<file path="src/design/dttw_pkg.sv">
package dttw_pkg;

  // Structure block tokens.
  localparam logic [31:0] TK_BEGIN_NODE = 32'h0000_0001;
  localparam logic [31:0] TK_END_NODE   = 32'h0000_0002;
  localparam logic [31:0] TK_PROP       = 32'h0000_0003;
  localparam logic [31:0] TK_NOP        = 32'h0000_0004;
  localparam logic [31:0] TK_END        = 32'h0000_0009;

  // Configuration register indexes (address bit 2).
  localparam logic REG_STRUCT_BYTES  = 1'b0;
  localparam logic REG_STRINGS_BYTES = 1'b1;

  // Parse phase of the walker.
  typedef enum logic [2:0] {
    PH_TOKEN = 3'd0,
    PH_NAME  = 3'd1,
    PH_PLEN  = 3'd2,
    PH_PNAME = 3'd3,
    PH_SKIP  = 3'd4,
    PH_DONE  = 3'd5,
    PH_ERROR = 3'd6
  } phase_t;

  typedef enum logic [2:0] {
    EV_NODE_BEGIN = 3'd0,
    EV_NODE_END   = 3'd1,
    EV_PROPERTY   = 3'd2,
    EV_TREE_END   = 3'd3,
    EV_ERROR      = 3'd4
  } event_kind_t;

  typedef enum logic [2:0] {
    ERR_NONE          = 3'd0,
    ERR_NO_END_TOKEN  = 3'd1,
    ERR_UNTERM_NAME   = 3'd2,
    ERR_SHORT_PROP    = 3'd3,
    ERR_BAD_NAME_OFF  = 3'd4,
    ERR_VALUE_OVERRUN = 3'd5,
    ERR_UNKNOWN_TOKEN = 3'd6
  } error_code_t;

  // Register file contents seen by the parser.
  typedef struct packed {
    logic [31:0] struct_bytes;
    logic [31:0] strings_bytes;
  } cfg_t;

  // One parser result.
  typedef struct packed {
    logic              emit;
    event_kind_t       event_kind;
    error_code_t       error_code;
    logic signed [7:0] nest_depth;
    logic [31:0]       name_offset;
    logic [31:0]       body_offset;
    logic [31:0]       value_length;
  } result_t;

endpackage

</file>
<file path="src/design/dttw_cfg.sv">
module dttw_cfg
  import dttw_pkg::*;
(
  input  logic        clk,
  input  logic        rst_n,
  input  logic        cfg_psel,
  input  logic        cfg_penable,
  input  logic        cfg_pwrite,
  input  logic [2:0]  cfg_paddr,
  input  logic [31:0] cfg_pwdata,
  output logic [31:0] cfg_prdata,
  output logic        cfg_pready,
  output cfg_t        cfg
);

  logic [31:0] struct_bytes_r;
  logic [31:0] strings_bytes_r;
  logic        wr_en;

  assign cfg_pready = 1'b1;
  assign wr_en      = cfg_psel & cfg_penable & cfg_pwrite & cfg_pready;

  // Register writes on the access phase of a transfer.
  always_ff @(posedge clk) begin
    if (!rst_n) begin
      struct_bytes_r  <= '0;
      strings_bytes_r <= '0;
    end else if (wr_en) begin
      unique case (cfg_paddr[2])
        REG_STRUCT_BYTES:  struct_bytes_r  <= cfg_pwdata;
        REG_STRINGS_BYTES: strings_bytes_r <= cfg_pwdata;
        default: ;
      endcase
    end
  end

  // Read data mux.
  always_comb begin
    unique case (cfg_paddr[2])
      REG_STRUCT_BYTES:  cfg_prdata = struct_bytes_r;
      REG_STRINGS_BYTES: cfg_prdata = strings_bytes_r;
      default:           cfg_prdata = '0;
    endcase
  end

  assign cfg.struct_bytes  = struct_bytes_r;
  assign cfg.strings_bytes = strings_bytes_r;

endmodule

</file>
<file path="src/design/dttw_parse.sv">
module dttw_parse
  import dttw_pkg::*;
#(
  parameter int MAX_DEPTH = 127
)
(
  input  logic        clk,
  input  logic        rst_n,
  input  logic        step_en,
  input  logic [31:0] blob_word,
  input  logic        first_word,
  input  cfg_t        cfg,
  output result_t     res
);

  localparam int DepthCapInt = (MAX_DEPTH < 127) ? MAX_DEPTH : 127;
  localparam logic signed [7:0] DepthCap = 8'(DepthCapInt);

  phase_t            phase_r, phase_nxt;
  logic [31:0]       offset_r, offset_nxt;
  logic signed [7:0] depth_r, depth_nxt;
  logic [31:0]       name_start_r, name_start_nxt;
  logic [31:0]       vlen_r, vlen_nxt;
  logic [29:0]       skip_r, skip_nxt;

  // A first word restarts the walk before it is parsed.
  phase_t            eff_phase;
  logic [31:0]       eff_off;
  logic signed [7:0] eff_depth;
  logic [31:0]       eff_nstart;
  logic [31:0]       eff_vlen;
  logic [29:0]       eff_skip;

  assign eff_phase  = first_word ? PH_TOKEN : phase_r;
  assign eff_off    = first_word ? 32'd0 : offset_r;
  assign eff_depth  = first_word ? -8'sd1 : depth_r;
  assign eff_nstart = first_word ? 32'd0 : name_start_r;
  assign eff_vlen   = first_word ? 32'd0 : vlen_r;
  assign eff_skip   = first_word ? 30'd0 : skip_r;

  // Bound checks, each a wide compare, some after a wide add.
  logic        tok_oob;
  logic        prop_short;
  logic [32:0] here4;
  logic [32:0] padded;
  logic [33:0] val_end;
  logic        val_over;
  logic        bad_name_off;
  logic [29:0] skip_new;
  logic [29:0] skip_dec;

  assign tok_oob      = eff_off >= cfg.struct_bytes;
  assign prop_short   = ({1'b0, eff_off} + 33'd12) > {1'b0, cfg.struct_bytes};
  assign here4        = {1'b0, eff_off} + 33'd4;
  assign padded       = ({1'b0, eff_vlen} + 33'd3) & ~33'd3;
  assign val_end      = {1'b0, here4} + {1'b0, padded};
  assign val_over     = val_end > {2'b00, cfg.struct_bytes};
  assign bad_name_off = blob_word >= cfg.strings_bytes;
  assign skip_new     = padded[31:2];
  assign skip_dec     = (eff_skip != 30'd0) ? eff_skip - 30'd1 : eff_skip;

  // Name scan: bytes in address order, bound checked before the NUL test.
  logic name_hit;
  logic name_err;

  always_comb begin
    logic        found;
    logic [32:0] pos;
    found    = 1'b0;
    name_hit = 1'b0;
    name_err = 1'b0;
    pos      = '0;
    for (int b = 0; b < 4; b++) begin
      pos = {1'b0, eff_off} + 33'(b);
      if (!found) begin
        if (pos >= {1'b0, cfg.struct_bytes}) begin
          name_err = 1'b1;
          found    = 1'b1;
        end else if (blob_word[31 - 8*b -: 8] == 8'h00) begin
          name_hit = 1'b1;
          found    = 1'b1;
        end
      end
    end
  end

  // Depth moves, saturating at the cap and at minus one.
  logic signed [7:0] depth_up;
  logic signed [7:0] depth_dn;

  assign depth_up = (eff_depth < DepthCap) ? eff_depth + 8'sd1 : eff_depth;
  assign depth_dn = (eff_depth > -8'sd1) ? eff_depth - 8'sd1 : eff_depth;

  // Next phase.
  always_comb begin
    phase_nxt = eff_phase;
    unique case (eff_phase)
      PH_TOKEN: begin
        if (tok_oob) begin
          phase_nxt = PH_ERROR;
        end else begin
          unique case (blob_word)
            TK_BEGIN_NODE: phase_nxt = PH_NAME;
            TK_PROP:       phase_nxt = prop_short ? PH_ERROR : PH_PLEN;
            TK_END_NODE:   phase_nxt = PH_TOKEN;
            TK_NOP:        phase_nxt = PH_TOKEN;
            TK_END:        phase_nxt = PH_DONE;
            default:       phase_nxt = PH_ERROR;
          endcase
        end
      end
      PH_NAME: begin
        if (name_err) begin
          phase_nxt = PH_ERROR;
        end else if (name_hit) begin
          phase_nxt = PH_TOKEN;
        end
      end
      PH_PLEN: phase_nxt = PH_PNAME;
      PH_PNAME: begin
        if (bad_name_off || val_over) begin
          phase_nxt = PH_ERROR;
        end else begin
          phase_nxt = (skip_new != 30'd0) ? PH_SKIP : PH_TOKEN;
        end
      end
      PH_SKIP:  phase_nxt = (skip_dec == 30'd0) ? PH_TOKEN : PH_SKIP;
      PH_DONE:  phase_nxt = PH_DONE;
      PH_ERROR: phase_nxt = PH_ERROR;
      default:  phase_nxt = PH_ERROR;
    endcase
  end

  // Result and held data.
  always_comb begin
    res            = '0;
    res.event_kind = EV_NODE_BEGIN;
    res.error_code = ERR_NONE;
    res.nest_depth = eff_depth;
    depth_nxt      = eff_depth;
    name_start_nxt = eff_nstart;
    vlen_nxt       = eff_vlen;
    skip_nxt       = eff_skip;
    unique case (eff_phase)
      PH_TOKEN: begin
        if (tok_oob) begin
          res.emit        = 1'b1;
          res.event_kind  = EV_ERROR;
          res.error_code  = ERR_NO_END_TOKEN;
          res.body_offset = eff_off;
        end else begin
          unique case (blob_word)
            TK_BEGIN_NODE: name_start_nxt = here4[31:0];
            TK_PROP: begin
              if (prop_short) begin
                res.emit        = 1'b1;
                res.event_kind  = EV_ERROR;
                res.error_code  = ERR_SHORT_PROP;
                res.body_offset = eff_off;
              end
            end
            TK_END_NODE: begin
              depth_nxt      = depth_dn;
              res.emit       = 1'b1;
              res.event_kind = EV_NODE_END;
              res.nest_depth = depth_dn;
            end
            TK_NOP: ;
            TK_END: begin
              res.emit       = 1'b1;
              res.event_kind = EV_TREE_END;
            end
            default: begin
              res.emit        = 1'b1;
              res.event_kind  = EV_ERROR;
              res.error_code  = ERR_UNKNOWN_TOKEN;
              res.body_offset = eff_off;
            end
          endcase
        end
      end
      PH_NAME: begin
        if (name_err) begin
          res.emit        = 1'b1;
          res.event_kind  = EV_ERROR;
          res.error_code  = ERR_UNTERM_NAME;
          res.body_offset = eff_off;
        end else if (name_hit) begin
          depth_nxt       = depth_up;
          res.emit        = 1'b1;
          res.event_kind  = EV_NODE_BEGIN;
          res.nest_depth  = depth_up;
          res.name_offset = eff_nstart;
          res.body_offset = here4[31:0];
        end
      end
      PH_PLEN: vlen_nxt = blob_word;
      PH_PNAME: begin
        res.emit = 1'b1;
        if (bad_name_off) begin
          res.event_kind  = EV_ERROR;
          res.error_code  = ERR_BAD_NAME_OFF;
          res.body_offset = eff_off;
        end else if (val_over) begin
          res.event_kind  = EV_ERROR;
          res.error_code  = ERR_VALUE_OVERRUN;
          res.body_offset = eff_off;
        end else begin
          skip_nxt         = skip_new;
          res.event_kind   = EV_PROPERTY;
          res.name_offset  = blob_word;
          res.body_offset  = here4[31:0];
          res.value_length = eff_vlen;
        end
      end
      PH_SKIP:  skip_nxt = skip_dec;
      PH_DONE:  ;
      PH_ERROR: ;
      default:  ;
    endcase
  end

  // Byte offset of the next word, saturating at the top.
  assign offset_nxt = (eff_off > 32'hFFFF_FFFB) ? 32'hFFFF_FFFF : eff_off + 32'd4;

  // Walker state.
  always_ff @(posedge clk) begin
    if (!rst_n) begin
      phase_r      <= PH_TOKEN;
      offset_r     <= '0;
      depth_r      <= -8'sd1;
      name_start_r <= '0;
      vlen_r       <= '0;
      skip_r       <= '0;
    end else if (step_en) begin
      phase_r      <= phase_nxt;
      offset_r     <= offset_nxt;
      depth_r      <= depth_nxt;
      name_start_r <= name_start_nxt;
      vlen_r       <= vlen_nxt;
      skip_r       <= skip_nxt;
    end
  end

endmodule

</file>
<file path="src/design/device_tree_token_walker.sv">
// Device tree token walker. Takes the structure block of a flattened device
// tree one big-endian word per transfer (first byte in bits 31:24) and emits
// node begin, node end, property, tree end and error events with byte offsets
// into the structure and strings blocks. The walker accepts one word in every
// clock cycle unless a stalled result backs up the input; each word passes
// through an input register, combinational parse logic against the walker
// state, and a result register. A stalled result holds at most one further
// word in the input register. Set struct_bytes and strings_bytes before
// streaming, and mark the first word of each block with in_tuser. After an
// error or the end token the walker ignores words until the next first
// word. There is no clearing pass after reset.
module device_tree_token_walker
  import dttw_pkg::*;
#(
  parameter int MAX_DEPTH = 127
)
(
  input  logic         clk,
  input  logic         rst_n,
  // Configuration port.
  input  logic         cfg_psel,
  input  logic         cfg_penable,
  input  logic         cfg_pwrite,
  input  logic [2:0]   cfg_paddr,
  input  logic [31:0]  cfg_pwdata,
  output logic [31:0]  cfg_prdata,
  output logic         cfg_pready,
  // Word input.
  input  logic         in_tvalid,
  output logic         in_tready,
  input  logic [31:0]  in_tdata,   // [31:0] blob_word
  input  logic [0:0]   in_tuser,   // [0] first_word
  // Event output.
  output logic         out_tvalid,
  input  logic         out_tready,
  // [2:0] error_code, [10:3] nest_depth, [42:11] name_offset,
  // [74:43] body_offset, [106:75] value_length, [111:107] zero
  output logic [111:0] out_tdata,
  output logic [2:0]   out_tuser   // [2:0] event_kind
);

  cfg_t    cfg;
  result_t res;

  logic        s1_valid_r;
  logic [31:0] s1_word_r;
  logic        s1_first_r;
  logic        advance;

  logic        out_valid_r;
  result_t     out_res_r;

  dttw_cfg u_cfg (
    .clk         (clk),
    .rst_n       (rst_n),
    .cfg_psel    (cfg_psel),
    .cfg_penable (cfg_penable),
    .cfg_pwrite  (cfg_pwrite),
    .cfg_paddr   (cfg_paddr),
    .cfg_pwdata  (cfg_pwdata),
    .cfg_prdata  (cfg_prdata),
    .cfg_pready  (cfg_pready),
    .cfg         (cfg)
  );

  // The held word is parsed when the result register can take its event.
  assign advance   = s1_valid_r && (!out_valid_r || out_tready);
  assign in_tready = !s1_valid_r || advance;

  // Input register.
  always_ff @(posedge clk) begin
    if (!rst_n) begin
      s1_valid_r <= 1'b0;
    end else if (in_tready) begin
      s1_valid_r <= in_tvalid;
    end
  end

  always_ff @(posedge clk) begin
    if (in_tvalid && in_tready) begin
      s1_word_r  <= in_tdata;
      s1_first_r <= in_tuser[0];
    end
  end

  dttw_parse #(
    .MAX_DEPTH (MAX_DEPTH)
  ) u_parse (
    .clk        (clk),
    .rst_n      (rst_n),
    .step_en    (advance),
    .blob_word  (s1_word_r),
    .first_word (s1_first_r),
    .cfg        (cfg),
    .res        (res)
  );

  // Result register.
  always_ff @(posedge clk) begin
    if (!rst_n) begin
      out_valid_r <= 1'b0;
    end else if (advance) begin
      out_valid_r <= res.emit;
    end else if (out_tready) begin
      out_valid_r <= 1'b0;
    end
  end

  always_ff @(posedge clk) begin
    if (advance && res.emit) begin
      out_res_r <= res;
    end
  end

  assign out_tvalid = out_valid_r;
  assign out_tuser  = out_res_r.event_kind;
  assign out_tdata  = {5'd0, out_res_r.value_length, out_res_r.body_offset,
                       out_res_r.name_offset, out_res_r.nest_depth,
                       out_res_r.error_code};

endmodule

</file>
<file path="config.mk">
export PLATFORM = sky130hd
export DESIGN_NAME = device_tree_token_walker
export DESIGN_NICKNAME = d
export VERILOG_FILES = /design/src/design/dttw_pkg.sv /design/src/design/dttw_cfg.sv /design/src/design/dttw_parse.sv /design/src/design/device_tree_token_walker.sv
export SDC_FILE = /design/constraint.sdc
export NUM_CORES = 1
export LEC_CHECK = 0
export BUFFER_PORTS_ARGS = -buffer_cell sky130_fd_sc_hd__buf_2
export CAP_MARGIN = 25
export CORE_ASPECT_RATIO = 1.5
export CORE_MARGIN = 3
export CORE_UTILIZATION = 45
export CTS_CLUSTER_DIAMETER = 80
export CTS_CLUSTER_SIZE = 25
export DETAILED_ROUTE_END_ITERATION = 7
export MAX_ROUTING_LAYER = met4
export PLACE_DENSITY = 0.62
export SLEW_MARGIN = 25
export SYNTH_ARGS = -nofsm -noshare
export SYNTH_HDL_FRONTEND = slang
export SYNTH_SLANG_ARGS = --single-unit
</file>
<file path="constraint.sdc">
create_clock -name clk -period 10.3 [get_ports clk]
set_clock_uncertainty 0.15 [all_clocks]
set_input_delay 1.03 -clock clk [delete_from_list [all_inputs] [get_ports clk]]
set_output_delay 1.03 -clock clk [all_outputs]
set_load 0.02 [all_outputs]
</file>
==> out/metrics.yaml <==
setup_path:
  worst_setup_path_start_kind: "register"
  cp-startpoint: "u_parse.offset_r[10]"
  critPathMaxFanout: 17
  worstPathArrival_ns: 9.16
  crit_type: "register to register"
  reg2reg_from: "u_parse.offset_r[10]"
  end_kind: "register"
  cp.required_ns: 10.48
job:
  drv_cap: 0
cts:
  cts_tree: "done"
  clockRootBuffer: "clkbuf_16"
  cts.sinks: 346
  cts_buffer_depth: 3
  htreeDepth: 1
  post_cts_resized: 0
  clk_pin_slew_ns: 0.09
  clkLatencyLatePin_ns: 0.62
  numCtsBuffers: 24
  hold_buffers: 0
  post_cts_buffers: 0
logic_synthesis:
  synth_area_per_cell_sq_um: 8.419
  synth.largest_area_cell: "edfxtp_1"
  yosys-top-cells-area: "edfxtp_1, dfxtp_1, ha_1"
  synth_top_area_share_pct: 16.73
  synth_area_sq_um: 25660
  netlist_instances: 3048
  synth_edf_count: 143
  synth_top_flop_cell: "dfxtp_1"
  ys_seq_area_share_pct: 32.57
  ys_ff_latch: 346
  yosysWarnings: 0
  async_flop_share_pct: 0
  yosysUniqueCellTypes: 102
layout:
  final_common_cell: "nand2_1"
  final_area_sq_um: 28440
  final_util_pct: 50.70
  finalNonFillerCells: 3968
  area_delta_synth_final_pct: 10.83
  layout.nets: 3528
  drive_gt1_share_pct: 12.40
  final_cell_mix: "nand2_1, nor2_1, ha_1, a21oi_1, buf_2"
floorplanning:
  top_level_ports: 225
  std_cell_rows: 106
  die-area_sq_um: 59990
  design.core.area_sq_um: 56100
  die_h_um: 298.5
  start_util_pct: 45.74
  fp.dieW_um: 201.0
sta:
  rsz0062_at_grt: "no"
  final-max-slew-violation-count: 0
  finalCritPeriodShare_pct: 87.18
  maxSlewHeadroom_pct: 25.50
  setup_ws_ns: 1.321
  finalSetupTns_ns: 0
  finalHoldViolCount: 0
  fmax_ghz: 0.1114
  fin_crit_ns: 8.979
  max_slew.worst_pin.slew_ns: 1.115
  setup_viol: 0
global_route:
  grt_antenna_before_repair: 2
  first_global_vias: 24374
  grt_overflow: 0
  grt_pass1_wl_mm: 163.5
  grt_usage_pct: 37.64
  grt_max_degree: 121
place:
  dp_cells: 3922
  gp_congestion: 1.040
  dpl_cell_area_sq_um: 27550
  place_ws_ns: 1.653
  port_buffers: 216
  dpl.hpwl_mm: 88.74
drt:
  wirelength_mm: 114.2
  top_layer_used: "met4"
  vias: 25377
  drt-met1-wl_mm: 42.84
  viasPerCell: 6.395
  wl_met3_mm: 9.054
  avgRoutedWirePerCell_um: 28.78
  initialDrtViolationCount: 2637
  drtAntennaViolNets: 0
  firstDrtPassIters: 8
  wl_met2_mm: 53.70
  drc_errors: 0
status:
  status: "finished, final reports clean"
power_and_ir_drop:
  leakagePower_nw: 11.37
  p_per_area_nw_per_um2: 117.2
  ir_worst_vdd_mv: 0.1367
min_path:
  hp-start: "u_cfg.struct_bytes_r[5]"
  min_path_type: "register to register"
area by class of cell:
class	instances	area, sq um
tap	756	945.9
fill	5433	27660
clock buffer	31	640.6
multi-input combinational	2392	16090
clock inverter	13	227.7
inverter	140	528.0
sequential	346	8358
antenna	2	5.005
timing repair buffer	288	1649
stage by stage:
step	hold slack, ns	power (mW)
CTS	0.3091	3.325
finish	0.3081	3.334
global route	0.3275	3.440
detailed placement	0.2953	2.244
global placement	0.2917	2.234
floorplan	0.2747	1.974
state kept, by name, indices dropped and copies added, names as in the netlist, 8 cells and up:
register and cells:
u_cfg.strings_bytes_r 32, u_parse.depth_r 8, s1_word_r 32, u_parse.skip_r 30, u_parse.name_start_r 32, u_parse.offset_r 32
u_cfg.struct_bytes_r 32, u_parse.vlen_r 32, out_tdata 107
kinds of logic (layout without fill, tap and decap cells):
family	Yosys count	in the layout	share of synthesized area (%)
fa+ha+maj	262	262	12.79
buf+inv	314	472	5.012
compound gates	808	808	20.95
flops	346	346	32.57
simple gates	1089	1089	20.63
xor+xnor	210	210	7.333
mux	17	17	0.6875
other cells	2	8	0.02926
final timing paths:
check / end / slack (ns) / depth (start not counted)
worst max-delay path: out_tdata[58] / 1.32 / 26
worst min-delay path: u_cfg.struct_bytes_r[5] / 0.31 / 2
worst max register to register: out_tdata[58] / 1.32 / 26
worst min register to register: u_cfg.struct_bytes_r[5] / 0.31 / 2
Yosys cell counts (all sizes together), types with 29 or more instances:
library cell    n
xor2           67
inv           135
o2bb2ai        29
a22o           30
nand2         344
a22oi          78
nor2          274
nor3           72
a21o           84
nand4          66
ha            260
edfxtp        143
nor2b          41
dfxtp         203
o21ai         157
nor4           51
buf            56
nand3          60
a21oi         223
and2           39
clkbuf        118
xnor2         140
worst max-delay path: stages, from the launching register on:
cell and delay (ns):
dfxtp_1 0.64, nand2_1 0.34, nor3_1 0.69, nand3_1 0.49, nor2_1 0.47, xnor2_1 0.30, ha_1 0.39, a21o_1 0.22
a21o_1 0.18, a21oi_1 0.19, nand2b_1 0.15, o311ai_2 0.43, nor2b_1 0.11, and3_1 0.21, o41ai_1 0.34, xnor2_1 0.19
ha_1 0.29, a211oi_1 0.24, o21ai_0 0.19, a211oi_1 0.26, o2111ai_1 0.19, a221o_1 0.45, a21o_1 0.32, o21ai_2 0.50
buf_4 0.38, inv_2 0.20, o2bb2ai_1 0.18
metal layers:
metal	track usage [%]	vias to the layer above
li1	-	11398
met1	43.59	12225
met2	62.22	1402
met3	5.438	352
met4	22.00	0
met5	-	-
where the power goes:
part | internal, mW | switching (mW)
registers | 1.48 | 0.0637
logic | 0.224 | 0.469
clock network | 0.487 | 0.612
total | 2.19 | 1.14
(Power assumes the default switching activity.)
